--- config.mk ---
export PLATFORM = sky130hd
export DESIGN_NAME = hbs_queue
export DESIGN_NICKNAME = d
export VERILOG_FILES = /design/src/hdl/hbs_queue.sv
export SDC_FILE = /design/constraint.sdc
export NUM_CORES = 1
export LEC_CHECK = 0
export BUFFER_PORTS_ARGS = -buffer_cell sky130_fd_sc_hd__buf_2
export CAP_MARGIN = 10
export CORE_AREA = 2 2 56 58
export CTS_CLUSTER_SIZE = 25
export DETAILED_ROUTE_END_ITERATION = 16
export DIE_AREA = 0 0 58 60
export MAX_ROUTING_LAYER = met4
export PLACE_DENSITY = 0.8
export SYNTH_ARGS = -nofsm -noshare
export SYNTH_HDL_FRONTEND = slang
export SYNTH_SLANG_ARGS = --single-unit
export TNS_END_PERCENT = 10
--- constraint.sdc ---
create_clock -name clock -period 4 [get_ports clock]
set_input_delay 0.2 -clock clock [delete_from_list [all_inputs] [get_ports clock]]
set_output_delay 0.2 -clock clock [all_outputs]
set_load 0.02 [all_outputs]
--- src/hdl/hbs_queue.sv ---
// Small first-in first-out queue built from registers.
// No package dependency; used between front and back and for the result buffer.
`timescale 1ns / 1ps

module hbs_queue #(
   parameter int WIDTH = 8,
   parameter int DEPTH = 4
) (
   input  logic             clock,
   input  logic             reset,
   input  logic             push_valid,
   output logic             push_ready,
   input  logic [WIDTH-1:0] push_data,
   output logic             pop_valid,
   input  logic             pop_ready,
   output logic [WIDTH-1:0] pop_data
);

   localparam int PTR_W = (DEPTH > 1) ? $clog2(DEPTH) : 1;
   localparam int CNT_W = $clog2(DEPTH + 1);
   localparam logic [PTR_W-1:0] PTR_LAST = PTR_W'(DEPTH - 1);
   localparam logic [CNT_W-1:0] CNT_FULL = CNT_W'(DEPTH);

   logic [WIDTH-1:0] slots_ff [DEPTH];
   logic [PTR_W-1:0] wr_ptr_ff;
   logic [PTR_W-1:0] wr_ptr_in;
   logic [PTR_W-1:0] rd_ptr_ff;
   logic [PTR_W-1:0] rd_ptr_in;
   logic [CNT_W-1:0] count_ff;
   logic [CNT_W-1:0] count_in;
   logic             push;
   logic             pop;

   assign push_ready = (count_ff != CNT_FULL);
   assign pop_valid  = (count_ff != '0);
   assign push       = push_valid && push_ready;
   assign pop        = pop_valid && pop_ready;
   assign pop_data   = slots_ff[rd_ptr_ff];

   always_comb begin
      wr_ptr_in = wr_ptr_ff;
      rd_ptr_in = rd_ptr_ff;
      if (push) begin
         wr_ptr_in = (wr_ptr_ff == PTR_LAST) ? '0 : wr_ptr_ff + 1'b1;
      end
      if (pop) begin
         rd_ptr_in = (rd_ptr_ff == PTR_LAST) ? '0 : rd_ptr_ff + 1'b1;
      end
      case ({push, pop})
         2'b10:   count_in = count_ff + 1'b1;
         2'b01:   count_in = count_ff - 1'b1;
         default: count_in = count_ff;
      endcase
   end

   always_ff @(posedge clock) begin
      if (reset) begin
         wr_ptr_ff <= '0;
         rd_ptr_ff <= '0;
         count_ff  <= '0;
      end else begin
         wr_ptr_ff <= wr_ptr_in;
         rd_ptr_ff <= rd_ptr_in;
         count_ff  <= count_in;
      end
   end

   always_ff @(posedge clock) begin
      if (push) begin
         slots_ff[wr_ptr_ff] <= push_data;
      end
   end

endmodule

==> results of run 1 <==
kinds of logic after synthesis:
family | after synthesis | synth area share, %
simple gates | 17 | 6.15
buf+inv | 10 | 2.81
compound gates | 7 | 2.74
xor+xnor | 2 | 1.06
mux | 10 | 12.2
fa+ha+maj | 7 | 5.78
flops | 41 | 69.3
power groups by stage:
stage	clock network [mW]	logic, mW	registers [mW]
4_1_cts	0.201	0.312	0.570
3_5_place_dp	0	0.310	0.580
3_3_place_gp	0	0.298	0.573
2_1_floorplan	0	0.255	0.548
5_1_grt	0.217	0.334	0.578
6_report	0.191	0.308	0.567
path summary, 6_finish.rpt:
check	startpoint	end	slack, ns	cells past startpoint
max	count_ff[2]$_SDFFE_PP0P_	count_ff[2]$_SDFFE_PP0P_	1.51	8
min	push_data[3]	slots_ff[1][3]$_DFFE_PP_	0.07	1
max reg2reg	count_ff[2]$_SDFFE_PP0P_	count_ff[2]$_SDFFE_PP0P_	1.51	8
min reg2reg	rd_ptr_ff[0]$_SDFFE_PP0P_	rd_ptr_ff[0]$_SDFFE_PP0P_	0.51	2
cell usage after synthesis:
master / number
sky130_fd_sc_hd__buf_6: 1
sky130_fd_sc_hd__o31ai_1: 1
sky130_fd_sc_hd__fa_1: 1
sky130_fd_sc_hd__buf_1: 2
sky130_fd_sc_hd__a211o_1: 1
sky130_fd_sc_hd__o21ai_0: 1
sky130_fd_sc_hd__xor2_1: 2
sky130_fd_sc_hd__edfxtp_1: 32
sky130_fd_sc_hd__inv_1: 6
sky130_fd_sc_hd__nand2_2: 1
sky130_fd_sc_hd__or3_2: 2
sky130_fd_sc_hd__nand2b_1: 2
sky130_fd_sc_hd__and3_2: 2
sky130_fd_sc_hd__and3_1: 2
sky130_fd_sc_hd__o21ai_2: 1
sky130_fd_sc_hd__mux2i_1: 2
sky130_fd_sc_hd__dfxtp_1: 9
sky130_fd_sc_hd__a21oi_1: 3
sky130_fd_sc_hd__nor2_1: 4
sky130_fd_sc_hd__or3_1: 2
sky130_fd_sc_hd__ha_1: 6
sky130_fd_sc_hd__buf_2: 1
sky130_fd_sc_hd__nand2_1: 1
sky130_fd_sc_hd__or3b_1: 1
sky130_fd_sc_hd__mux4_2: 8
metal layers:
metal | wire, um | part of all wire, % | GRT usage [%] | vias to the layer above
met2 | 1280 | 53 | 26.8 | 21
met3 | 115 | 4.8 | 4.33 | 4
li1 | - | - | - | 404
met5 | 0 | 0 | - | -
met4 | 26 | 1.1 | 9.97 | 0
met1 | 995 | 41 | 20.0 | 417
registers in the layout, summed over array words and instances, names as in the netlist, named ones only:
register	count
slots_ff	32
count_ff	3
rd_ptr_ff	2
wr_ptr_ff	2
final cells by class:
type / instances / area (um^2)
clock buffers: 5 / 37.5
clock inverters: 3 / 16.3
fillers: 213 / 1080
inverters: 6 / 22.5
multi-input cells: 43 / 459
flip-flops and latches: 41 / 1140
well taps: 33 / 41.3
repair buffers: 21 / 105
==> results.md, run 1 <==
Logic synthesis:
- The gate count of the mapped netlist is between 90 and 100.
- The area of the mapped netlist is about 1600 um^2.
- The area share of the largest cell type after synthesis is 58.4%.
- By area the synthesized netlist is led by sky130_fd_sc_hd__edfxtp_1 58%, sky130_fd_sc_hd__dfxtp_1 11%, sky130_fd_sc_hd__mux4_2 11%, sky130_fd_sc_hd__ha_1 4.6%, sky130_fd_sc_hd__inv_1 1.4%.
- The post-synthesis cell type with the largest combined area is sky130_fd_sc_hd__edfxtp_1.
- The post-synthesis net count is between 100 and 150.
- The share of the Yosys chip area taken by registers is just under 70%.
- The average instance in the mapped netlist occupies around 18 um^2.
- The synthesis warning total is 0.
- The number of distinct library cells after synthesis is 25.
- The synthesized design contains between 40 and 50 register bits.

Final layout:
- Leaving out filler cells and counting taps, the final layout contains approximately 150.
- The top cell types in the final layout, fill and taps aside, are 32 x sky130_fd_sc_hd__edfxtp_1, 21 x sky130_fd_sc_hd__buf_2, 9 x sky130_fd_sc_hd__dfxtp_1, 8 x sky130_fd_sc_hd__mux4_2.
- The final core area utilization is around 63%.
- The net count of the finished layout is 137.
- The number of antenna diodes in the final layout is 0.
- The library cell used most frequently in the layout, excluding fill and tap cells, is sky130_fd_sc_hd__edfxtp_1.
- The design area is about 1800 um^2.
- The area growth from synthesis to layout is 10.7%.
- The share of post-route cells with drive strength above 1 is 36.1%.

STA:
- Setup repair after global routing left no endpoint under its margin.
- On the final layout, the worst clock skew is 0.00960 ns.
- Subtracting the final worst setup slack from the clock period gives 2.49 ns.
- Measured against its own limit, the worst slew margin works out to 58.6%.
- The ratio of final minimum period to clock period is roughly 62%.
- The final count of hold timing violations was 0.
- The final count of negative-setup-slack endpoints is 0.
- The worst hold margin is about 0.065 ns.
- The number of slew-limit violations in the final report is 0.
- The post-route setup TNS is 0 ns.
- In the post-route analysis, the smallest setup slack over all paths is about 1.5 ns.
- Based on the critical path, the design can be clocked at up to roughly 0.40 GHz.
- For the pin with the worst max-slew slack, the measured transition is 0.616 ns.

Place:
- The number of cells in the design after placement is 144.
- The worst setup slack after placement is between 1.5 and 2 ns.
- The count of port buffers added during placement is 21.
- The weighted congestion reported at the end of routability-driven placement is ~0.76.
- The instance area after placement is about 1800 um^2.
- Once detailed placement completed, the half-perimeter wirelength came to 1740 um.

Critical path:
- Data on the critical path is required at its endpoint by about 4.3 ns.
- STA classifies the critical path endpoint as a register.
- The largest fanout on the critical path is 7.
- The number of buffers and inverters on the critical path is 1.
- The worst setup path is of the reg2reg kind.
- The delay contributed by the slowest stage of the critical path is 0.48 ns.
- Broken down by cell family, the worst path's largest delay share belongs to simple AND/OR/NAND/NOR gates.
- The worst endpoint data arrival time is roughly 2.8 ns.
- The critical path goes through or3b_1, nand2_2, ha_1, inv_1, fa_1, xor2_1, or3_2, a21oi_1.
- On the critical path, the stage with the largest delay is an instance of sky130_fd_sc_hd__or3b_1.
- The startpoint type of the worst setup path is a register.

Die:
- Once the floorplan was initialized, standard cells occupied a little under three fifths of the core.
- The die covers 3480 um^2.
- In this run the horizontal extent of the chip is a little under 60 um.
- In this run the core area contains 20 standard-cell rows.
- The number of ports placed on the die boundary is 22.
- In this run the vertical extent of the chip is roughly 60 um.
- In this run the standard cell core region covers around 2900 um^2.

Drt:
- The routed layout has 846 vias.
- Dividing the detail-routed wire length by the instance count gives between 15 and 20 um.
- For this run, design rule violations remaining after detail routing come to 0.
- The number of detailed-routing iterations run before antenna repair is 4.
- The final wirelength is between 2000 and 2500 um.
- In this run, the number of DRC markers left after iteration 0 of detailed routing was 16.
- Once detail routing completed, the nets flagged for antenna violations numbered 0.
- After detailed routing, the number of vias per cell comes to between 5 and 6.

CTS:
- For the worst-skew pair, the clock arrives at the later sink with an insertion delay of 0.34 ns.
- The clock tree from TritonCTS is yes.
- The count of clock tree sinks is ~40.
- In this run the post-CTS setup repair buffer count came out at 0.
- The number of buffers between clock root and the deepest sink is 2.
- The root buffer cell is sky130_fd_sc_hd__clkbuf_4.
- Clock tree synthesis inserted a total of 5 buffers.
- In this run, post-CTS repair resized a total of 0 instances.
- The H-tree generated during clock tree synthesis spans 2 levels.
- Clock-pin slew was measured on the worst setup and hold paths at ~0.12 ns.
- After clock tree synthesis, the flow added hold-fix buffers numbering 0.

Run status:
- The flow ran to the end, and the final reports show no timing, DRC or antenna violations.

Power:
- The switching fraction of total power is between 30% and 40%.
- The relative contribution of combinational cells to total power is 28.8%.
- The power density of the placed cells is roughly 580 nW/um^2.
- The analysis attributes to net switching a power of between 0.3 and 0.4 mW.
- Cell internal power was estimated by the tool at ~0.72 mW.
- Summed over all cells, the static leakage comes to 0.682 nW.
- The proportion of power drawn by flip-flops and latches is a little over half.
- The worst-case IR drop observed on VDD is around 0.43 mV.
- Of the total power, the clock network draws 18.0%.
- The overall power is approximately 1.1 mW.

Global route:
- The pin count of the biggest net entering global routing is 14.
- The via count of the first global-routing pass is 850.
- Global routing finished with a remaining overflow of 0.
- Global routing used 17.0% of the available tracks.
- The number of antenna violations at the first check in global routing is 0.
- The global-route wire length before repair is approximately 4000 um.

Run:
- The max capacitance violation total is 0.

Hold path:
- The worst hold path belongs to the class in2reg.
(Power assumes the default switching activity.)
==> inputs of run 2 (changes only) <==
ABC_AREA = 1   (was not set)
CORE_AREA = 2 2 59 61   (was 2 2 56 58)
DIE_AREA = 0 0 61 63   (was 0 0 58 60)
PLACE_DENSITY = 0.74   (was 0.8)
clock period = 2.5 ns   (was 4 ns; I/O delays follow)
==> results.md, run 2 <==
Run status:
- The flow ran to the end, and the final reports show no timing, DRC or antenna violations.

Die:
- The die is ~63 um tall.
- The floorplan step defined a die boundary enclosing between 3000 and 4000 um^2.
- The die width is between 60 and 70 um.
- 22 I/O pins were placed.
- Once the floorplan was initialized, standard cells occupied a little over half of the core.
- The total core area is approximately 3200 um^2.
- The total number of placement rows is 21.

Power:
- The analysis attributes to cell leakage a power of 0.794 nW.
- Dividing total power by cell area gives a power density of 951 nW/um^2.
- IR analysis of the VDD net gives a maximum drop of ~0.52 mV.
- The completed layout was analyzed and its total power is between 1.5 and 2 mW.

Place:
- Detailed placement finished with a half-perimeter wire length of ~2100 um.
- The weighted congestion reported at the end of routability-driven placement is roughly 0.81.
- Input and output buffers added on the ports amount to 21.

Critical path:
- Counting both buffers and inverters, the worst setup path holds a total of 2.
- The worst setup slack for register-to-register paths is 0.72 ns.
- In this run the critical register-to-register path is launched from count_ff[2]$_SDFFE_PP0P_.
- Counting cells, the worst reg-to-reg path comes to 13.
- The startpoint type of the worst setup path is a register.
- The class of the most critical setup path is reg2out.
- The category of cells accounting for the largest share of critical-path delay is flip-flops.
- The cell type of the slowest stage on the worst timing path is sky130_fd_sc_hd__dfxtp_1.
- The end of the worst register-to-register path is count_ff[2]$_SDFFE_PP0P_.
- The required time reported for the critical path endpoint is ~2.4 ns.
- Walking the worst path, the cells encountered are inv_2, o21ai_0, o22ai_1, buf_2.
- The worst endpoint data arrival time is ~1.8 ns.
- The delay contributed by the slowest stage of the critical path is slightly above 0.7 ns.
- The category of the worst setup path capture point is a primary output.
- Of all nets on the critical path, the largest fanout is 17.
- The critical path crosses 4 cells after its start point.

Drt:
- The mean routed wirelength per cell is about 14 um.
- Before antenna repair, the detailed router went through 4 iterations.
- Detailed routing inserted a total of ~1100 vias.
- For this block, the routed nets add up to 3110 um of wire.
- The count of unresolved DRC violations after routing is 0.
- In the routed layout, each cell is associated on average with a via count of approximately 5.0.
- The detail route stage leaves a number of antenna-violating nets equal to 0.
- In this run, the number of DRC markers left after iteration 0 of detailed routing was 50.

STA:
- The shortest clock period the worst path allows after layout is roughly 2 ns.
- The worst clock skew is 0.00865 ns.
- The number of slew-limit violations in the final report is 0.
- Setup repair after global routing left no endpoint under its margin.
- The post-route setup TNS is 0 ns.
- The final count of hold timing violations is 0.
- The ratio of final minimum period to clock period is about four fifths.
- For the pin with the worst max-slew slack, the measured transition is roughly 0.8 ns.
- The highest attainable clock frequency is about 0.51 GHz.
- The worst pin sits at a relative slew slack of a little under half.
- The final count of negative-setup-slack endpoints is 0.

Final layout:
- The antenna diode count is 0.
- The largest registers in the layout are slots_ff: 32 flops, count_ff: 3 flops.
- The area growth from synthesis to layout is 17.2%.
- The net count of the finished layout is slightly above 200.
- The share of post-route cells with drive strength above 1 is between 10% and 20%.
- In the layout the commonest cells are 32 x sky130_fd_sc_hd__edfxtp_1, 29 x sky130_fd_sc_hd__nor2_1, 21 x sky130_fd_sc_hd__buf_2, 17 x sky130_fd_sc_hd__inv_1, 14 x sky130_fd_sc_hd__o21ai_0.
- Leaving out fill and tap cells, the most frequent cell in the layout is sky130_fd_sc_hd__edfxtp_1.
- More flip-flops sit in one register than any other, and that register is slots_ff.
- The number of flip-flops under the largest register name is 32.

Logic synthesis:
- The share of the Yosys chip area taken by registers is 67.3%.
- Counting flops and latches in the post-synthesis netlist gives just over 40.
- Counting distinct cell types in the post-synthesis netlist gives 19.
- In the synthesized netlist the dominant register cell turns out to be sky130_fd_sc_hd__edfxtp_1.
- The post-synthesis cell type with the largest combined area is sky130_fd_sc_hd__edfxtp_1.
- The synthesized netlist devotes between 10% and 20% of its cell area to compound gates.
- The post-synthesis net count is ~170.
- The gate count of the mapped netlist is ~150.
- The number of enable-type register cells in the synthesized netlist is 32.
- In the post-synthesis netlist, the cell with the most instances is sky130_fd_sc_hd__edfxtp_1.
- The synthesized area per cell is approximately 12 um^2.
- Summing the areas of all and, or, nand and nor instances in the mapped netlist gives 11.7% of the synthesized area.
- The synthesized-area fraction occupied by adder cells is roughly 5.6%.
- The synthesis warning total is 0.
- The area share of xor/xnor cells in the synthesized design is 0%.
- Of the post-synthesis cell area, the part taken by muxes is 0%.
- After synthesis, the largest family of logic cells by area is simple AND/OR/NAND/NOR gates.
- The commonest cells after synthesis are 32 x sky130_fd_sc_hd__edfxtp_1, 29 x sky130_fd_sc_hd__nor2_1, 17 x sky130_fd_sc_hd__inv_1.
- The area of the mapped netlist is about 1700 um^2.
- The area share of the largest cell type after synthesis is a little under three fifths.
- Yosys attributes the largest share of cell area to sky130_fd_sc_hd__edfxtp_1 57%, sky130_fd_sc_hd__dfxtp_1 11%, sky130_fd_sc_hd__nor2_1 6.4%, sky130_fd_sc_hd__ha_1 4.4%, sky130_fd_sc_hd__o21ai_0 4.1%.
- The fraction of registers with async set or reset after synthesis is 0%.

CTS:
- The clock buffer count from CTS is 5.
- At the later pin of the worst-skew pair, clock insertion delay measures about 0.34 ns.
- The count of clock tree sinks is 41.
- The CTS clock-pin slew for the worst setup and hold paths is about 0.10 ns.
- The root buffer cell is sky130_fd_sc_hd__clkbuf_4.
- CTS built an H-tree with a depth of 2.
- TritonCTS built the clock tree.
- The clock passes through at most 2 buffers.

Global route:
- The pin count of the biggest net entering global routing is 18.
- In the global route stage, overall resource usage came out at a little under a fifth.
- The via count of the first global-routing pass is around 1200.
- The global-route wire length before repair is 5180 um.
- The number of antenna violations at the first check in global routing is 0.
- The total overflow left after global routing is 0.

Hold path:
- The startpoint identified for the worst hold timing path is push_valid.
- The end of the worst hold path is wr_ptr_ff[1]$_SDFFE_PP0P_.
- The worst hold-check path type is in2reg.
- The worst hold path stage count is 3.

Run:
- The max capacitance violation total is 0.
-- run 2: power breakdown --
part	total, mW	switching [mW]	internal (mW)
clock	0.298	0.190	0.108
sequential	0.919	0.0837	0.835
combinational	0.674	0.439	0.235
total	1.89	0.713	1.18
-- run 2: routing by layer --
metal / track usage (%) / share of wire (%) / wire length (um)
met5: - / 0 / 0
met3: 6.83 / 3.4 / 105
met2: 31.0 / 52 / 1610
met4: 5.71 / 1.7 / 53
met1: 21.9 / 43 / 1350
-- run 2: timing repair --
| item | in CTS | in global routing |
|---|---|---|
| hold endpoints to repair | 32 | 0 |
| gates resized for setup | 0 | 0 |
| buffers inserted | 0 | 0 |
| hold buffers | 8 | 0 |
-- run 2: layout make-up --
class                   instances  area [um^2]
clock buffers                   7         45.0
inverters                      18         67.6
flip-flops and latches         41         1140
well taps                      46         57.6
multi-input cells              85          465
fillers                       282         1240
repair buffers                 32          208
clock inverters                 1         3.75
-- run 2: tightest hold or removal path: stages --
cell and delay [ns]:
sky130_fd_sc_hd__buf_2 0.11, sky130_fd_sc_hd__a21oi_1 0.06, sky130_fd_sc_hd__nor2_1 0.09
-- run 2: cells by family (layout without fill, tap and decap cells) --
logic type               Yosys count  in the layout
AND/OR/NAND/NOR                   48             48
flip-flops                        41             41
AO/OA/AOI/OAI                     30             30
buffers and inverters             20             58
adder cells (fa/ha/maj)            7              7
-- run 2: metrics by stage --
stage	cell area (um^2)	utilization (%)	setup WS, ns	hold slack (ns)	instances
floorplan	1700	-	0.762	0.224	146
global placement	1860	57.5	0.820	0.334	214
detailed placement	1860	57.5	0.723	0.347	214
CTS	1990	61.5	0.533	0.0641	230
global route	1990	61.5	0.348	0.0535	230
finish	1990	61.5	0.531	0.0765	230
-- run 2: worst max-delay path by stage --
stage,from,end,slack (ns)
final,register,pop_data[2],0.53
after global routing,register,pop_data[2],0.35
after CTS,register,pop_data[2],0.53
after detailed placement,count_ff[1]$_SDFFE_PP0P_,count_ff[2]$_SDFFE_PP0P_,0.72
after global placement,count_ff[1]$_SDFFE_PP0P_,count_ff[2]$_SDFFE_PP0P_,0.82
after floorplan,count_ff[2]$_SDFFE_PP0P_,count_ff[2]$_SDFFE_PP0P_,0.76
==> inputs of run 3 (changes only) <==
ABC_AREA = 0   (was 1)
CORE_AREA = 2 2 61 63   (was 2 2 59 61)
DIE_AREA = 0 0 63 65   (was 0 0 61 63)
PLACE_DENSITY = 0.71   (was 0.74)
clock period = 1.75 ns   (was 2.5 ns; I/O delays follow)
==> results.md, run 3 (synthesis results as in run 1) <==
Critical path:
- The worst register-to-register path has a setup slack of -0.23 ns.
- On the worst path, the slowest cell contributes a delay of a little over 0.4 ns.
- STA classifies the critical path endpoint as a register.
- The required time reported for the critical path endpoint is just over 2 ns.
- The class of the most critical setup path is reg2reg.
- The largest fanout on the critical path is 2.
- Walking the worst path, the cells encountered are or3b_4, nand2_4, ha_4, inv_2, fa_2, xor2_1, or3_4, a21oi_2.
- The cell type of the slowest stage on the worst timing path is sky130_fd_sc_hd__or3b_4.
- The startpoint type of the worst setup path is a register.
- For the worst setup path, the data arrival time is 2.26 ns.

Global route:
- The number of antenna violations at the first check in global routing is 0.
- Global routing consumed, over all layers together, ~15% of the routing resources.
- The via count of the first global-routing pass is 940.
- The remaining global-route overflow is 0.
- The first global-routing pass estimated between 4000 and 5000 um of wire.
- Entering global routing, the biggest net connects 13 pins.

Power:
- The cell leakage power is about 0.77 nW.
- The switching fraction of total power is 29.7%.
- The analysis attributes to net switching a power of 0.821 mW.
- The proportion of power drawn by flip-flops and latches is 45.1%.
- Per report_power, the combinational group accounts for about a third of the total.
- VDD sags by at most between 1 and 1.5 mV.
- The clock power share is between 20% and 30%.
- In this run the power density over the cells is between 1000 and 1500 nW/um^2.
- The internal power of the cells totals just under 2 mW.

STA:
- Setup repair after global routing could not meet its margin everywhere.
- For this run, the top clock speed supported by timing is ~0.50 GHz.
- The number of slew-limit violations in the final report is 0.
- Setup violations remaining at the end of the flow were counted as 2.
- The final count of hold timing violations is 0.
- The setup slack after layout is -0.231 ns.
- The worst clock skew is 0.0107 ns.
- Hold is met by 0.118 ns.
- The shortest clock period the worst path allows after layout is about 2.0 ns.
- The worst path uses 113% of the clock period.
- The transition time at the pin with the least slew margin is about 0.43 ns.
- For the final routed database, the setup TNS stands at -0.287 ns.
- Measured against its own limit, the worst slew margin works out to 71.3%.

Die:
- The die width is around 63 um.
- The die boundary height is between 60 and 70 um.
- The die covers 4100 um^2.
- The total core area is 3500 um^2.
- The total number of placement rows is 22.
- The effective utilization at floorplan is 47.1%.
- The number of ports placed on the die boundary is 22.

CTS:
- In this run the clock root is driven by a sky130_fd_sc_hd__clkbuf_4.
- The clock tree from TritonCTS is yes.
- Clock-pin slew was measured on the worst setup and hold paths at about 0.1 ns.
- The clock reaches the later pin of the worst-skew pair after about 0.34 ns.
- The clock buffer count from CTS is 5.
- The number of buffers between clock root and the deepest sink is 2.
- Counting every sink on the clock net gives a little over 40.
- The setup fix buffers added after clock tree synthesis is 0.
- The H-tree depth reported by CTS is 2.

Place:
- The half-perimeter wire length after detailed placement is between 1500 and 2000 um.
- Routability-driven placement finished with a final weighted congestion of 0.686.
- The worst setup slack after placement is -0.262 ns.
- The count of port buffers added during placement is 21.
- Summing all placed instances gives a cell area of about 1900 um^2.

Final layout:
- After filler insertion, the fill cell instance count of the layout stands at 290.
- The finished cells cover roughly 2100 um^2.
- The antenna diode count is 0.
- The leading cell type in the layout, fill and taps excluded is sky130_fd_sc_hd__edfxtp_1.
- The number of flip-flops under the largest register name is 32.
- The area growth from synthesis to layout is 25.6%.
- In the final layout, the registers with the most flip-flops are slots_ff: 32 flops, count_ff: 3 flops.
- The final layout contains around 160 nets.
- The area used by multi-input combinational logic is between 500 and 600 um^2.
- Cells with a size suffix above 1 make up about 44% of the layout.
- The area taken by flip-flops and latches is 1140 um^2.
- slots_ff holds more flip-flops than any other register.
- For this run, the share of the core covered by cells in the final layout is 59.2%.
- In the layout the commonest cells are 32 x sky130_fd_sc_hd__edfxtp_1, 21 x sky130_fd_sc_hd__buf_2, 10 x sky130_fd_sc_hd__dlygate4sd3_1, 8 x sky130_fd_sc_hd__mux4_2, 8 x sky130_fd_sc_hd__buf_4.

Run status:
- The final reports fail on negative setup slack.
- The flow ran to the end, but the final reports show violations.

Run:
- The max capacitance violation total is 0.

Drt:
- The total vias in the final route is about 910.
- The routed via count divided by cell count is between 4 and 5.
- The count of unresolved DRC violations after routing is 0.
- After detailed routing, the average wire length per cell comes to 13.7 um.
- Summed over all layers, the routed wires come to ~2500 um.
- The number of routed nets with antenna violations is 0.
- The number of detailed-routing iterations run before antenna repair is 4.
- For this block, the initial DRC count from the detailed router was 26.

Hold path:
- The worst hold-check path type is in2reg.
[run 3: routing by layer]
layer | part of all wire, % | GRT usage (%)
met1 | 40 | 14.5
met2 | 53 | 26.2
met3 | 4.5 | 5.38
met4 | 2.2 | 7.50
met5 | 0 | -
[run 3: critical path, delay by kind of cell, from the launching register on]
kind                     cells  cell delay [ns]
buffers and inverters        1             0.03
adder cells (fa/ha/maj)      2             0.46
AO/OA/AOI/OAI                1             0.13
AND/OR/NAND/NOR              3             0.83
flip-flops                   1             0.33
XOR/XNOR                     1             0.15
[run 3: layout make-up]
cell class	instances	area share, %
Multi-Input combinational cell	43	24.3
Clock buffer	5	1.81
Tap cell	48	2.90
Timing Repair Buffer	39	12.8
Clock inverter	2	1.69
Inverter	6	1.09
Sequential cell	41	55.4
[run 3: final timing paths]
path	from	to	cells after the start
setup / recovery	count_ff[1]$_SDFFE_PP0P_	count_ff[2]$_SDFFE_PP0P_	8
hold / removal	push_valid	wr_ptr_ff[0]$_SDFFE_PP0P_	3
setup reg to reg	count_ff[1]$_SDFFE_PP0P_	count_ff[2]$_SDFFE_PP0P_	8
hold reg to reg	rd_ptr_ff[0]$_SDFFE_PP0P_	rd_ptr_ff[0]$_SDFFE_PP0P_	2
[run 3: timing repair]
item | 4_1_cts | 5_1_grt
pin swaps | 5 | 0
gates resized for setup | 4 | 2
hold endpoints to repair | 33 | 0
hold buffers | 10 | 0
setup endpoints to repair | 2 | 2
[run 3: power by group through the flow]
stage          Clock [mW]  Combinational, mW  Sequential [mW]
3_3_place_gp            0              0.886             1.26
6_report            0.569              0.946             1.25
4_1_cts             0.593              0.943             1.25
3_5_place_dp            0              0.901             1.27
5_1_grt             0.638               1.03             1.26
2_1_floorplan           0              0.622             1.26
[run 3: metrics by stage]
stage               instances  power, mW
global placement          167       2.14
global route              184       2.93
detailed placement        167       2.17
floorplan                  94       1.88
finish                    184       2.76
CTS                       184       2.78
