--- src/hdl/hbs_pkg.sv ---
// Shared types and constants of the heightmap bilinear sampler.
// No dependencies; every other file but hbs_queue refers to this package by scoped names.
`timescale 1ns / 1ps

package hbs_pkg;

   localparam int ADDR_W      = 16;
   localparam int STORE_DEPTH = 2 ** ADDR_W;
   localparam int POS_W       = 16;
   localparam int HEIGHT_W    = 8;
   localparam int DIM_W       = 9;
   localparam int CSR_INDEX_W = 4;
   localparam int REQ_DATA_W  = ADDR_W + HEIGHT_W + 2 * POS_W;

   // Largest usable map size; larger register writes are clamped to these.
   localparam logic [DIM_W-1:0] MAX_WIDTH = 9'd256;
   localparam logic [DIM_W-1:0] MAX_ROWS  = 9'd256;
   localparam logic [DIM_W-1:0] DIM_RESET = 9'd256;

   // Register indexes on the configuration port.
   localparam logic [CSR_INDEX_W-1:0] CSR_MAP_WIDTH  = 4'd0;
   localparam logic [CSR_INDEX_W-1:0] CSR_MAP_HEIGHT = 4'd1;

   // What the back end has to do with one item.
   typedef enum logic [1:0] {
      KIND_WRITE,
      KIND_ZERO,
      KIND_CELL,
      KIND_BLEND
   } kind_type;

   typedef struct packed {
      kind_type                    kind;
      logic [ADDR_W-1:0]           addr;
      logic signed [HEIGHT_W-1:0]  wdata;
   } entry_type;

   typedef struct packed {
      logic [DIM_W-1:0] width;
      logic [DIM_W-1:0] height;
   } map_dims_type;

endpackage

--- src/hdl/hbs_front.sv ---
// Front end of the heightmap bilinear sampler: accepts items and classifies them.
// Depends on hbs_pkg; feeds the command queue in front of hbs_back.
`timescale 1ns / 1ps

module hbs_front #(
   parameter int FRAC_BITS = 8
) (
   input  logic                               clock,
   input  logic                               reset,
   input  logic                               in_valid,
   output logic                               in_ready,
   input  logic                               in_cmd,
   input  logic [hbs_pkg::ADDR_W-1:0]         in_cell_index,
   input  logic signed [hbs_pkg::HEIGHT_W-1:0] in_cell_height,
   input  logic [hbs_pkg::POS_W-1:0]          in_pos_x,
   input  logic [hbs_pkg::POS_W-1:0]          in_pos_y,
   input  hbs_pkg::map_dims_type              dims,
   output logic                               out_valid,
   input  logic                               out_ready,
   output hbs_pkg::entry_type                 out_entry,
   output logic [FRAC_BITS-1:0]               out_fx,
   output logic [FRAC_BITS-1:0]               out_fy
);

   localparam int POS_W  = hbs_pkg::POS_W;
   localparam int DIM_W  = hbs_pkg::DIM_W;
   localparam int ADDR_W = hbs_pkg::ADDR_W;

   logic [POS_W-1:0]       xi;
   logic [POS_W-1:0]       yi;
   logic [FRAC_BITS-1:0]   fx;
   logic [FRAC_BITS-1:0]   fy;
   logic [POS_W-1:0]       width_ext;
   logic [POS_W-1:0]       height_ext;
   logic [POS_W:0]         xi_next;
   logic [POS_W:0]         yi_next;
   logic                   outside;
   logic                   at_border;
   logic [2*DIM_W-1:0]     row_offset;
   logic [2*DIM_W-1:0]     base_sum;
   hbs_pkg::entry_type     entry;

   logic                   valid_ff;
   logic                   valid_in;
   hbs_pkg::entry_type     entry_ff;
   logic [FRAC_BITS-1:0]   fx_ff;
   logic [FRAC_BITS-1:0]   fy_ff;
   logic                   accept;

   assign xi         = in_pos_x >> FRAC_BITS;
   assign yi         = in_pos_y >> FRAC_BITS;
   assign fx         = in_pos_x[FRAC_BITS-1:0];
   assign fy         = in_pos_y[FRAC_BITS-1:0];
   assign width_ext  = {{(POS_W-DIM_W){1'b0}}, dims.width};
   assign height_ext = {{(POS_W-DIM_W){1'b0}}, dims.height};
   assign xi_next    = {1'b0, xi} + {{POS_W{1'b0}}, 1'b1};
   assign yi_next    = {1'b0, yi} + {{POS_W{1'b0}}, 1'b1};
   assign outside    = (xi >= width_ext) || (yi >= height_ext);
   assign at_border  = (xi_next >= {1'b0, width_ext}) || (yi_next >= {1'b0, height_ext});

   // Inside the map the integer coordinates fit the register width.
   assign row_offset = yi[DIM_W-1:0] * dims.width;
   assign base_sum   = row_offset + {{DIM_W{1'b0}}, xi[DIM_W-1:0]};

   always_comb begin
      entry.addr  = base_sum[ADDR_W-1:0];
      entry.wdata = in_cell_height;
      if (!in_cmd) begin
         entry.kind = hbs_pkg::KIND_WRITE;
         entry.addr = in_cell_index;
      end else if (outside) begin
         entry.kind = hbs_pkg::KIND_ZERO;
      end else if ((fx == '0) && (fy == '0)) begin
         entry.kind = hbs_pkg::KIND_CELL;
      end else if (at_border) begin
         entry.kind = hbs_pkg::KIND_ZERO;
      end else begin
         entry.kind = hbs_pkg::KIND_BLEND;
      end
   end

   assign in_ready  = !valid_ff || out_ready;
   assign accept    = in_valid && in_ready;
   assign valid_in  = accept || (valid_ff && !out_ready);

   always_ff @(posedge clock) begin
      if (reset) begin
         valid_ff <= 1'b0;
      end else begin
         valid_ff <= valid_in;
      end
   end

   always_ff @(posedge clock) begin
      if (accept) begin
         entry_ff <= entry;
         fx_ff    <= fx;
         fy_ff    <= fy;
      end
   end

   assign out_valid = valid_ff;
   assign out_entry = entry_ff;
   assign out_fx    = fx_ff;
   assign out_fy    = fy_ff;

endmodule

--- config.mk ---
export PLATFORM = sky130hd
export DESIGN_NAME = hbs_front
export DESIGN_NICKNAME = d
export VERILOG_FILES = /design/src/hdl/hbs_pkg.sv /design/src/hdl/hbs_front.sv
export SDC_FILE = /design/constraint.sdc
export NUM_CORES = 1
export LEC_CHECK = 0
export BUFFER_PORTS_ARGS = -buffer_cell sky130_fd_sc_hd__buf_2
export CORE_ASPECT_RATIO = 0.7
export CORE_MARGIN = 2
export CORE_UTILIZATION = 40
export CTS_BUF_LIST = sky130_fd_sc_hd__clkbuf_16
export CTS_CLUSTER_DIAMETER = 30
export DETAILED_ROUTE_END_ITERATION = 8
export GPL_TIMING_DRIVEN = 1
export SYNTH_ARGS = -nofsm -noshare
export SYNTH_HDL_FRONTEND = slang
export SYNTH_SLANG_ARGS = --single-unit
--- constraint.sdc ---
create_clock -name clock -period 6.73 [get_ports clock]
set_clock_uncertainty 0.1 [all_clocks]
set_input_delay 1.346 -clock clock [delete_from_list [all_inputs] [get_ports clock]]
set_output_delay 1.346 -clock clock [all_outputs]
set_load 0.005 [all_outputs]
==> impl_metrics.xml, run 1 <==
<?xml version="1.0" encoding="UTF-8"?>
<metrics>
  <group name="power_and_ir_drop">
    <metric name="total_chip_power" unit="mW">1.58</metric>
    <metric name="ir_worst_vdd" unit="uV">143</metric>
    <metric name="cellPowerDensity" unit="nW/um^2">261</metric>
    <metric name="leakage" unit="nW">3.03</metric>
  </group>
  <group name="route">
    <metric name="wl_per_cell" unit="um">14.6</metric>
    <metric name="drt-initial-drc-count" unit="">181</metric>
    <metric name="via_per_inst" unit="">4.96</metric>
    <metric name="antenna_violating_nets_post_route" unit="">0</metric>
    <metric name="dr_total_vias" unit="">3916</metric>
    <metric name="drt_wl_total" unit="um">11500</metric>
    <metric name="drt_drc" unit="">0</metric>
    <metric name="drtPass1Iterations" unit="">4</metric>
  </group>
  <group name="grt">
    <metric name="vias_in_the_first_global_route" unit="">4148</metric>
    <metric name="globalRouteOverflowTotal" unit="">0</metric>
    <metric name="number_of_antenna_violations_at_the_first_check_in_global_routing" unit="">0</metric>
    <metric name="grt.total_usage" unit="%">17.8</metric>
    <metric name="maximum_number_of_pins_on_one_net_before_global_route_repair" unit="">43</metric>
    <metric name="grt_first_pass_wirelength" unit="um">19900</metric>
  </group>
  <group name="clocking">
    <metric name="clock_tree.root_cell" unit="">sky130_fd_sc_hd__clkbuf_16</metric>
    <metric name="clock-sinks" unit="">43</metric>
    <metric name="cts_buffer_depth" unit="">2</metric>
    <metric name="numCtsBuffers" unit="">5</metric>
    <metric name="postCtsSetupRepairBufs" unit="">0</metric>
    <metric name="number_of_levels_in_the_clock_h_tree" unit="">2</metric>
    <metric name="tritoncts" unit="">built</metric>
    <metric name="cts_hold_repair.buffers" unit="">0</metric>
    <metric name="ctsResizeCount" unit="">0</metric>
    <metric name="worst_setup_hold_path_clk_slew" unit="ns">0.06</metric>
    <metric name="worst_skew_pair.late_latency" unit="ns">0.29</metric>
  </group>
  <group name="sta">
    <metric name="slew_headroom" unit="%">37.2</metric>
    <metric name="postLayoutSetupSlackWorst" unit="ns">1.19</metric>
    <metric name="grt_setup_unrepaired" unit="">no</metric>
    <metric name="max_clock_freq" unit="GHz">0.181</metric>
    <metric name="worst-slew-pin-transition" unit="ns">0.942</metric>
    <metric name="final.hold.worst_slack" unit="ns">0.409</metric>
    <metric name="slew_viol_final" unit="">0</metric>
    <metric name="setup_viol_count_final" unit="">0</metric>
    <metric name="post_route_minimum_period" unit="ns">5.54</metric>
    <metric name="finalCritPeriodShare" unit="%">82.3</metric>
    <metric name="number_of_hold_violations_in_the_final_report" unit="">0</metric>
    <metric name="final.setup.tns" unit="ns">0</metric>
  </group>
  <group name="layout">
    <metric name="n_antenna_cell" unit="">0</metric>
    <metric name="postLayoutCellArea" unit="um^2">6030</metric>
    <metric name="flow.area_growth_from_synthesis" unit="%">18.7</metric>
    <metric name="final_cell_count_no_fill" unit="">789</metric>
    <metric name="mostFrequentLayoutCells" unit="">sky130_fd_sc_hd__buf_2 (122), sky130_fd_sc_hd__inv_1 (101), sky130_fd_sc_hd__ha_1 (72)</metric>
    <metric name="design.final.nets" unit="">826</metric>
    <metric name="num-fill-cells" unit="">1186</metric>
    <metric name="post_route_cells_drive_above_1_share" unit="%">23.0</metric>
    <metric name="utilization" unit="%">48.5</metric>
    <metric name="layout.cells.most_common" unit="">sky130_fd_sc_hd__buf_2</metric>
  </group>
  <group name="setup_path">
    <metric name="critical_path.cell_chain" unit="">buf_2 -&gt; nand2_1 -&gt; fa_1 -&gt; inv_1 -&gt; fa_1 -&gt; inv_1 -&gt; fa_1 -&gt; fa_1 -&gt; inv_1 -&gt; ha_1 -&gt; o21ai_0 -&gt; o21ai_0 -&gt; a31oi_1 -&gt; xnor2_1 -&gt; mux2_2</metric>
    <metric name="worst_setup_path_end_kind" unit="">register</metric>
    <metric name="arrival_time_worst_endpoint" unit="ns">5.48</metric>
    <metric name="path_type_of_the_worst_setup_path" unit="">primary input to register</metric>
    <metric name="rrSetupSlack" unit="ns">5.05</metric>
    <metric name="timing.critical_path.required" unit="ns">6.67</metric>
    <metric name="cp_slowest_stage_delay" unit="ns">0.54</metric>
    <metric name="cp_common_cell" unit="">sky130_fd_sc_hd__fa_1</metric>
    <metric name="timing.critical_path.slowest_stage_cell" unit="">sky130_fd_sc_hd__fa_1</metric>
    <metric name="critPathBufInv" unit="">4</metric>
    <metric name="cpLargestDelayFamily" unit="">adder cells</metric>
    <metric name="critical_path_peak_fanout" unit="">13</metric>
    <metric name="element_type_at_the_critical_path_start" unit="">primary input</metric>
  </group>
  <group name="placed_design">
    <metric name="hpwl" unit="um">9750</metric>
    <metric name="portBuffers" unit="">122</metric>
    <metric name="dpl.cell_count" unit="">781</metric>
    <metric name="place.gp.congestion" unit="">0.848</metric>
    <metric name="placement.setup.worst_slack" unit="ns">0.936</metric>
    <metric name="placement_cell_area" unit="um^2">5840</metric>
  </group>
  <group name="yosys">
    <metric name="mappedNetlistArea" unit="um^2">5080</metric>
    <metric name="synth_seq_area_share" unit="%">25.2</metric>
    <metric name="synthCells" unit="">511</metric>
    <metric name="synthesis_warning_total" unit="">0</metric>
    <metric name="synth_enable_flop_cells" unit="">42</metric>
    <metric name="avgSynthCellArea" unit="um^2">9.94</metric>
    <metric name="postSynth.topFlopCell" unit="">sky130_fd_sc_hd__edfxtp_1</metric>
    <metric name="async_reset_ff_share" unit="%">0</metric>
    <metric name="postSynthNetCount" unit="">711</metric>
    <metric name="netlist-cell-type-count" unit="">46</metric>
    <metric name="synth-seq-cells" unit="">43</metric>
  </group>
  <group name="min_path">
    <metric name="hp-class" unit="">register to register</metric>
  </group>
  <group name="status">
    <metric name="run_status" unit="">completed</metric>
  </group>
  <group name="die">
    <metric name="ios" unit="">123</metric>
    <metric name="area_enclosed_by_the_die_boundary" unit="um^2">13600</metric>
    <metric name="start_util" unit="%">40.9</metric>
    <metric name="die_height" unit="um">98.3</metric>
    <metric name="die_width" unit="um">139</metric>
    <metric name="std_cell_rows" unit="">34</metric>
    <metric name="placeableCoreArea" unit="um^2">12400</metric>
  </group>
  <group name="job">
    <metric name="max-cap-violations" unit="">0</metric>
  </group>
</metrics>
[layer usage]
layer	track usage, %	wire (um)	up-vias
met5	0	0	-
met4	2.80	51	0
met3	3.29	628	4
met2	28.4	5040	94
met1	26.1	5770	1877
li1	-	-	1941
[final timing paths]
check / endpoint / depth (start not counted) / from
worst max-delay path: out_entry[18] / 15 / in_pos_y[9]
worst max register to register: out_entry[15] / 2 / out_valid
worst min-delay path: out_valid / 2 / out_valid
worst min register to register: out_valid / 2 / out_valid
[power by group]
| part | total (mW) | switching (mW) | leakage [nW] | internal (mW) |
|---|---|---|---|---|
| clock | 0.308 | 0.0969 | 0.0952 | 0.211 |
| combinational | 0.905 | 0.503 | 2.52 | 0.402 |
| sequential | 0.363 | 0.00903 | 0.416 | 0.353 |
[cells in the mapped netlist (all sizes together), types with 4 or more instances]
| library cell | instances | area [um^2] |
|---|---|---|
| a211o | 4 | 36.3 |
| a211oi | 5 | 37.5 |
| a21o | 7 | 52.6 |
| a21oi | 10 | 50.1 |
| and2 | 44 | 275 |
| and3 | 4 | 25.0 |
| clkbuf | 12 | 45.0 |
| edfxtp | 42 | 1260 |
| fa | 49 | 981 |
| ha | 72 | 901 |
| inv | 100 | 375 |
| mux2 | 8 | 90.1 |
| nand2 | 43 | 161 |
| nand2b | 5 | 31.3 |
| nand3 | 7 | 35.0 |
| nand4 | 4 | 25.0 |
| nor2 | 7 | 26.3 |
| nor2b | 4 | 25.0 |
| nor4 | 6 | 37.5 |
| o2111ai | 5 | 43.8 |
| o21a | 6 | 45.0 |
| o21ai | 11 | 55.1 |
| xnor2 | 17 | 149 |
| xor2 | 4 | 35.0 |
[final cells by class]
type / instances / area, um^2 / share of cell area, %
clock buffers: 5 / 125 / 2.08
clock inverters: 3 / 63.8 / 1.06
inverters: 100 / 375 / 6.23
multi-input cells: 354 / 3370 / 55.9
flip-flops and latches: 43 / 1280 / 21.2
well taps: 162 / 203 / 3.36
repair buffers: 122 / 611 / 10.1
[logic make-up (layout without fill, tap and decap cells)]
| group | count (synthesis) | count (layout) | synth area share [%] |
|---|---|---|---|
| flops | 43 | 43 | 25.2 |
| fa+ha+maj | 121 | 121 | 37.0 |
| xor+xnor | 21 | 21 | 3.62 |
| compound gates | 73 | 73 | 10.4 |
| simple gates | 131 | 131 | 13.5 |
| buf+inv | 114 | 230 | 8.47 |
| mux | 8 | 8 | 1.77 |
[worst register-to-register path, stage by stage, from the launching register on]
cell	delay, ns
sky130_fd_sc_hd__dfxtp_1	0.31
sky130_fd_sc_hd__nand2b_1	0.09
sky130_fd_sc_hd__and2_2	0.78
[sequential cells by signal, indices dropped and copies added, names as in the netlist]
name,cells
out_entry,26
out_fx,8
out_valid,1
out_fy,8
Note: power is estimated with default switching activity, not from simulation.
==> run 2: changes to the inputs <==
==> constraint.sdc (replaced) <==
create_clock -name clock -period 5.37 [get_ports clock]
set_clock_uncertainty 0.1 [all_clocks]
set_input_delay 1.074 -clock clock [delete_from_list [all_inputs] [get_ports clock]]
set_output_delay 1.074 -clock clock [all_outputs]
set_load 0.005 [all_outputs]
==> run 2 against run 1 <==
Sequential cell count did not move. Critical path type unchanged. Die area did not move. Register-to-register slack got worse by 1.4 ns. Count of clock-buffer cells in the layout did not move. Non-clock buffer count rose by 21. Critical endpoint is now out_entry[22]. First-iteration DRC count rose by 20%. Largest power group unchanged.
==> impl_metrics.xml, run 2 (synthesis results as in run 1) <==
<?xml version="1.0" encoding="UTF-8"?>
<metrics>
  <group name="power_and_ir_drop">
    <metric name="combPwrFrac" unit="%">62.0</metric>
    <metric name="power.clock.fraction" unit="%">14.7</metric>
    <metric name="leakage" unit="nW">3.11</metric>
    <metric name="internal_power" unit="mW">1.18</metric>
    <metric name="cellPowerDensity" unit="nW/um^2">317</metric>
    <metric name="ir_worst_vdd" unit="uV">201</metric>
    <metric name="power.switching" unit="uW">767</metric>
    <metric name="seq_power_share" unit="%">23.4</metric>
    <metric name="power.share.switching" unit="%">39.5</metric>
  </group>
  <group name="setup_path">
    <metric name="crit_path_start" unit="">dims[12]</metric>
    <metric name="arrival_time_worst_endpoint" unit="ns">5.08</metric>
    <metric name="timing.critical_path.slowest_stage_cell" unit="">sky130_fd_sc_hd__fa_1</metric>
    <metric name="worst-path-stages" unit="">14</metric>
    <metric name="r2r.worst_path.cells" unit="">2</metric>
    <metric name="cp_slowest_stage_delay" unit="ns">0.55</metric>
    <metric name="critPathBufInv" unit="">3</metric>
    <metric name="critical_path_peak_fanout" unit="">9</metric>
    <metric name="critical_path.cell_chain" unit="">buf_2 -&gt; and2_1 -&gt; fa_1 -&gt; fa_1 -&gt; fa_1 -&gt; inv_1 -&gt; fa_1 -&gt; inv_1 -&gt; ha_1 -&gt; a21o_1 -&gt; a21o_1 -&gt; o41ai_1 -&gt; o211ai_1 -&gt; o311ai_0</metric>
    <metric name="worst_setup_path_end_kind" unit="">register</metric>
    <metric name="timing.critical_path.required" unit="ns">5.36</metric>
    <metric name="rrSetupSlack" unit="ns">3.67</metric>
    <metric name="cpLargestDelayFamily" unit="">adder cells</metric>
    <metric name="critical_path.reg2reg.startpoint" unit="">out_valid</metric>
    <metric name="path_type_of_the_worst_setup_path" unit="">primary input to register</metric>
    <metric name="worstSetupEndpoint" unit="">out_entry[22]</metric>
    <metric name="r2r-end" unit="">out_entry[8]</metric>
    <metric name="element_type_at_the_critical_path_start" unit="">primary input</metric>
    <metric name="cp_common_cell" unit="">sky130_fd_sc_hd__fa_1</metric>
  </group>
  <group name="clocking">
    <metric name="postCtsSetupRepairBufs" unit="">0</metric>
    <metric name="numCtsBuffers" unit="">5</metric>
    <metric name="ctsResizeCount" unit="">0</metric>
    <metric name="number_of_levels_in_the_clock_h_tree" unit="">2</metric>
    <metric name="worst_skew_pair.late_latency" unit="ns">0.28</metric>
    <metric name="clock_tree.root_cell" unit="">sky130_fd_sc_hd__clkbuf_16</metric>
    <metric name="tritoncts" unit="">built</metric>
    <metric name="cts_hold_repair.buffers" unit="">0</metric>
    <metric name="worst_setup_hold_path_clk_slew" unit="ns">0.06</metric>
    <metric name="clock-sinks" unit="">43</metric>
    <metric name="cts_buffer_depth" unit="">2</metric>
  </group>
  <group name="layout">
    <metric name="n_antenna_cell" unit="">0</metric>
    <metric name="utilization" unit="%">49.4</metric>
    <metric name="flow.area_growth_from_synthesis" unit="%">20.8</metric>
    <metric name="design.final.nets" unit="">847</metric>
    <metric name="post_route_cells_drive_above_1_share" unit="%">25.3</metric>
    <metric name="multiInputGateArea" unit="um^2">3370</metric>
    <metric name="largest_register_ffs" unit="">26</metric>
    <metric name="num-fill-cells" unit="">1185</metric>
    <metric name="final_cell_count_no_fill" unit="">810</metric>
    <metric name="mostFrequentLayoutCells" unit="">sky130_fd_sc_hd__buf_2 (122), sky130_fd_sc_hd__inv_1 (101), sky130_fd_sc_hd__ha_1 (72)</metric>
    <metric name="layout.cells.most_common" unit="">sky130_fd_sc_hd__buf_2</metric>
    <metric name="final-seq-area" unit="um^2">1280</metric>
  </group>
  <group name="grt">
    <metric name="vias_in_the_first_global_route" unit="">4323</metric>
    <metric name="maximum_number_of_pins_on_one_net_before_global_route_repair" unit="">43</metric>
    <metric name="globalRouteOverflowTotal" unit="">0</metric>
    <metric name="grt_first_pass_wirelength" unit="um">20300</metric>
    <metric name="number_of_antenna_violations_at_the_first_check_in_global_routing" unit="">0</metric>
    <metric name="grt.total_usage" unit="%">18.3</metric>
  </group>
  <group name="status">
    <metric name="run_status" unit="">completed</metric>
  </group>
  <group name="sta">
    <metric name="grt_setup_unrepaired" unit="">no</metric>
    <metric name="slew_headroom" unit="%">35.9</metric>
    <metric name="slew_viol_final" unit="">0</metric>
    <metric name="finalCritPeriodShare" unit="%">94.7</metric>
    <metric name="post_route_minimum_period" unit="ns">5.09</metric>
    <metric name="setup_viol_count_final" unit="">0</metric>
    <metric name="final.hold.worst_slack" unit="ns">0.409</metric>
    <metric name="max_clock_freq" unit="GHz">0.197</metric>
    <metric name="worst-slew-pin-transition" unit="ns">0.961</metric>
    <metric name="final.setup.tns" unit="ns">0</metric>
    <metric name="number_of_hold_violations_in_the_final_report" unit="">0</metric>
  </group>
  <group name="route">
    <metric name="dr_total_vias" unit="">4138</metric>
    <metric name="drt_drc" unit="">0</metric>
    <metric name="antenna_violating_nets_post_route" unit="">0</metric>
    <metric name="via_per_inst" unit="">5.11</metric>
    <metric name="drt-initial-drc-count" unit="">218</metric>
    <metric name="wl_per_cell" unit="um">14.7</metric>
    <metric name="drt_wl_total" unit="um">11900</metric>
    <metric name="drtPass1Iterations" unit="">4</metric>
  </group>
  <group name="placed_design">
    <metric name="hpwl" unit="um">10200</metric>
    <metric name="portBuffers" unit="">122</metric>
    <metric name="dpl.cell_count" unit="">802</metric>
    <metric name="place.gp.congestion" unit="">0.864</metric>
  </group>
  <group name="min_path">
    <metric name="hp-class" unit="">register to register</metric>
  </group>
  <group name="die">
    <metric name="placeableCoreArea" unit="um^2">12400</metric>
    <metric name="area_enclosed_by_the_die_boundary" unit="um^2">13600</metric>
    <metric name="std_cell_rows" unit="">34</metric>
    <metric name="start_util" unit="%">40.9</metric>
    <metric name="die_width" unit="um">139</metric>
    <metric name="ios" unit="">123</metric>
    <metric name="die_height" unit="um">98.3</metric>
  </group>
  <group name="job">
    <metric name="max-cap-violations" unit="">0</metric>
  </group>
</metrics>
-- run 2: worst min path at each step --
| stage | cells after the start | slack [ns] | end | start |
|---|---|---|---|---|
| 6_report | 2 | 0.41 | out_valid | out_valid |
| 3_3_place_gp | 2 | 0.39 | out_valid | out_valid |
| 3_5_place_dp | 2 | 0.40 | out_valid | out_valid |
| 2_1_floorplan | 2 | 0.42 | out_valid | out_valid |
| 4_1_cts | 2 | 0.41 | out_valid | out_valid |
| 5_1_grt | 2 | 0.47 | out_valid | out_valid |
-- run 2: power groups by stage --
stage                     clock network (mW)  logic (mW)  registers [mW]
after floorplan                            0       0.826           0.469
after global placement                     0        1.18           0.460
after detailed placement                   0        1.19           0.461
after CTS                              0.291        1.21           0.455
after global routing                   0.302        1.40           0.458
final                                  0.285        1.20           0.454
-- run 2: area by class of cell --
cell class | instances | area share [%]
Multi-Input combinational cell | 354 | 54.9
Sequential cell | 43 | 20.9
Timing Repair Buffer | 143 | 12.5
Inverter | 100 | 6.12
Tap cell | 162 | 3.30
Clock buffer | 5 | 2.04
Clock inverter | 3 | 0.204
-- run 2: tightest hold or removal path: stages, from the launching register on --
cell and delay (ns):
sky130_fd_sc_hd__dfxtp_1 0.30, sky130_fd_sc_hd__nand2b_1 0.09, sky130_fd_sc_hd__a21oi_1 0.07
-- run 2: stage by stage --
stage / worst slack [ns] / instance area (um^2) / power [mW]
CTS: 0.302 / 6140 / 1.96
finish: 0.284 / 6140 / 1.94
detailed placement: 0.0334 / 6000 / 1.66
global placement: 0.117 / 6000 / 1.64
global route: 0.0636 / 6140 / 2.16
floorplan: 0.151 / 5080 / 1.30
-- run 2: per-layer routing --
layer | routed length (um) | GRT usage, % | vias to the layer above
li1 | - | - | 1984
met1 | 5850 | 25.8 | 2025
met2 | 5320 | 30.2 | 116
met3 | 595 | 3.04 | 13
met4 | 157 | 3.26 | 0
met5 | 0 | 0 | -
==> run 3: changes to the inputs <==
--- a/config.mk
+++ b/config.mk
@@ -13,6 +13,7 @@
 export CTS_CLUSTER_DIAMETER = 30
 export DETAILED_ROUTE_END_ITERATION = 8
 export GPL_TIMING_DRIVEN = 1
+export MAX_ROUTING_LAYER = met4
 export SYNTH_ARGS = -nofsm -noshare
 export SYNTH_HDL_FRONTEND = slang
 export SYNTH_SLANG_ARGS = --single-unit
==> run 3 against run 2 <==
Combinational power about the same. Die area unchanged. First-iteration DRC count increased by 1.8%. Via count decreased by 0.92%. Largest power group unchanged. Cell area decreased by 0.20%. Global-route usage increased by 0.55 points.
==> impl_metrics.xml, run 3 (synthesis results as in run 1) <==
<?xml version="1.0" encoding="UTF-8"?>
<metrics>
  <group name="clocking">
    <metric name="clock-sinks" unit="">43</metric>
    <metric name="number_of_levels_in_the_clock_h_tree" unit="">2</metric>
    <metric name="numCtsBuffers" unit="">5</metric>
    <metric name="worst_skew_pair.late_latency" unit="ns">0.28</metric>
    <metric name="worst_setup_hold_path_clk_slew" unit="ns">0.06</metric>
    <metric name="postCtsSetupRepairBufs" unit="">0</metric>
    <metric name="cts_buffer_depth" unit="">2</metric>
    <metric name="clock_tree.root_cell" unit="">sky130_fd_sc_hd__clkbuf_16</metric>
    <metric name="tritoncts" unit="">built</metric>
    <metric name="cts_hold_repair.buffers" unit="">0</metric>
  </group>
  <group name="grt">
    <metric name="grt_first_pass_wirelength" unit="um">20400</metric>
    <metric name="grt.total_usage" unit="%">18.8</metric>
    <metric name="vias_in_the_first_global_route" unit="">4267</metric>
    <metric name="globalRouteOverflowTotal" unit="">0</metric>
    <metric name="number_of_antenna_violations_at_the_first_check_in_global_routing" unit="">1</metric>
    <metric name="maximum_number_of_pins_on_one_net_before_global_route_repair" unit="">43</metric>
  </group>
  <group name="placed_design">
    <metric name="placement_cell_area" unit="um^2">5980</metric>
    <metric name="place.gp.congestion" unit="">0.846</metric>
    <metric name="hpwl" unit="um">10200</metric>
    <metric name="dpl.cell_count" unit="">800</metric>
    <metric name="portBuffers" unit="">122</metric>
  </group>
  <group name="die">
    <metric name="ios" unit="">123</metric>
    <metric name="die_height" unit="um">98.3</metric>
    <metric name="std_cell_rows" unit="">34</metric>
    <metric name="placeableCoreArea" unit="um^2">12400</metric>
    <metric name="area_enclosed_by_the_die_boundary" unit="um^2">13600</metric>
    <metric name="start_util" unit="%">40.9</metric>
    <metric name="die_width" unit="um">139</metric>
  </group>
  <group name="power_and_ir_drop">
    <metric name="ir_worst_vdd" unit="uV">193</metric>
    <metric name="combPwrFrac" unit="%">62.2</metric>
    <metric name="internal_power" unit="mW">1.18</metric>
    <metric name="power.clock.fraction" unit="%">14.5</metric>
    <metric name="leakage" unit="nW">3.10</metric>
    <metric name="cellPowerDensity" unit="nW/um^2">318</metric>
    <metric name="power.share.switching" unit="%">39.6</metric>
    <metric name="seq_power_share" unit="%">23.3</metric>
    <metric name="power.switching" unit="uW">772</metric>
  </group>
  <group name="sta">
    <metric name="slew_headroom" unit="%">36.4</metric>
    <metric name="post_route_minimum_period" unit="ns">5.10</metric>
    <metric name="worst-slew-pin-transition" unit="ns">0.954</metric>
    <metric name="finalCritPeriodShare" unit="%">95.0</metric>
    <metric name="final.hold.worst_slack" unit="ns">0.411</metric>
    <metric name="number_of_hold_violations_in_the_final_report" unit="">0</metric>
    <metric name="setup_viol_count_final" unit="">0</metric>
    <metric name="slew_viol_final" unit="">0</metric>
    <metric name="grt_setup_unrepaired" unit="">no</metric>
    <metric name="max_clock_freq" unit="GHz">0.196</metric>
  </group>
  <group name="layout">
    <metric name="layout.cells.most_common" unit="">sky130_fd_sc_hd__buf_2</metric>
    <metric name="final-seq-area" unit="um^2">1280</metric>
    <metric name="postLayoutCellArea" unit="um^2">6120</metric>
    <metric name="post_route_cells_drive_above_1_share" unit="%">25.1</metric>
    <metric name="utilization" unit="%">49.3</metric>
    <metric name="final_cell_count_no_fill" unit="">809</metric>
    <metric name="multiInputGateArea" unit="um^2">3370</metric>
    <metric name="flow.area_growth_from_synthesis" unit="%">20.5</metric>
    <metric name="design.final.nets" unit="">845</metric>
    <metric name="mostFrequentLayoutCells" unit="">sky130_fd_sc_hd__buf_2 (122), sky130_fd_sc_hd__inv_1 (101), sky130_fd_sc_hd__ha_1 (72)</metric>
    <metric name="num-fill-cells" unit="">1205</metric>
    <metric name="largest_register_ffs" unit="">26</metric>
  </group>
  <group name="route">
    <metric name="dr_total_vias" unit="">4100</metric>
    <metric name="drtPass1Iterations" unit="">4</metric>
    <metric name="drt_drc" unit="">0</metric>
    <metric name="wl_per_cell" unit="um">14.7</metric>
    <metric name="via_per_inst" unit="">5.07</metric>
    <metric name="drt-initial-drc-count" unit="">222</metric>
    <metric name="drt_wl_total" unit="um">11900</metric>
    <metric name="antenna_violating_nets_post_route" unit="">0</metric>
  </group>
  <group name="setup_path">
    <metric name="element_type_at_the_critical_path_start" unit="">primary input</metric>
    <metric name="path_type_of_the_worst_setup_path" unit="">primary input to register</metric>
    <metric name="arrival_time_worst_endpoint" unit="ns">5.00</metric>
    <metric name="rrSetupSlack" unit="ns">3.68</metric>
    <metric name="worst_setup_path_end_kind" unit="">register</metric>
    <metric name="critical_path_peak_fanout" unit="">13</metric>
    <metric name="timing.critical_path.required" unit="ns">5.27</metric>
  </group>
  <group name="min_path">
    <metric name="hp-class" unit="">register to register</metric>
  </group>
  <group name="job">
    <metric name="max-cap-violations" unit="">0</metric>
  </group>
  <group name="status">
    <metric name="run_status" unit="">completed</metric>
  </group>
</metrics>
## run 3: cell count changes in the layout (fill, tap and decap cells not counted), sizes merged
cell   previous run  this run
buf             143       141
diode             0         1
## run 3: cell type report
cell class	instances	share of cell area, %
clock buffers	5	2.04
clock inverters	3	0.204
inverters	100	6.13
diodes	1	0.0409
flip-flops and latches	43	20.9
repair buffers	141	12.3
well taps	162	3.31
multi-input cells	354	55.0
## run 3: routing by layer
| metal | vias to the layer above | share of wire [%] | wire length [um] | global-route usage (%) |
|---|---|---|---|---|
| met1 | 1989 | 47 | 5630 | 26.2 |
| met5 | - | 0 | 0 | - |
| met3 | 10 | 6.9 | 815 | 3.78 |
| li1 | 1981 | - | - | - |
| met2 | 120 | 44 | 5270 | 29.2 |
| met4 | 0 | 1.1 | 136 | 3.19 |
## run 3: per-stage QoR
stage	TNS, ns	power, mW	worst slack (ns)
floorplan	0	1.30	0.151
CTS	0	1.96	0.201
detailed placement	-0.155	1.66	-0.0853
global placement	0	1.64	0.0794
global route	0	2.17	0.0840
finish	0	1.95	0.268
## run 3: path summary, 6_finish.rpt
| check | from | to | cells after the start |
|---|---|---|---|
| worst max-delay path | in_pos_y[11] | out_entry[22] | 13 |
| worst min-delay path | out_valid | out_valid | 2 |
| worst min register to register | out_valid | out_valid | 2 |
| worst max register to register | out_valid | out_entry[8] | 2 |
## run 3: worst max-delay path, stage by stage
cell and delay (ns):
sky130_fd_sc_hd__buf_2 0.19, sky130_fd_sc_hd__and2_1 0.21, sky130_fd_sc_hd__fa_1 0.52, sky130_fd_sc_hd__fa_1 0.44, sky130_fd_sc_hd__fa_1 0.54, sky130_fd_sc_hd__inv_1 0.05
sky130_fd_sc_hd__fa_1 0.53, sky130_fd_sc_hd__inv_1 0.05, sky130_fd_sc_hd__ha_1 0.30, sky130_fd_sc_hd__or2_2 0.30, sky130_fd_sc_hd__o31a_1 0.16, sky130_fd_sc_hd__a2111oi_2 0.44
sky130_fd_sc_hd__o311ai_0 0.19
## run 3: timing repair
item                                    in CTS  in global routing
gates resized for setup                      0                  1
hold endpoints to repair                     0                  0
endpoints found under the setup margin       0                  2
## run 3: power by group through the flow
stage,Sequential [mW],Clock [mW],Combinational (mW)
6_report,0.454,0.282,1.21
5_1_grt,0.459,0.308,1.40
4_1_cts,0.455,0.289,1.21
3_5_place_dp,0.462,0,1.20
3_3_place_gp,0.460,0,1.18
2_1_floorplan,0.469,0,0.826
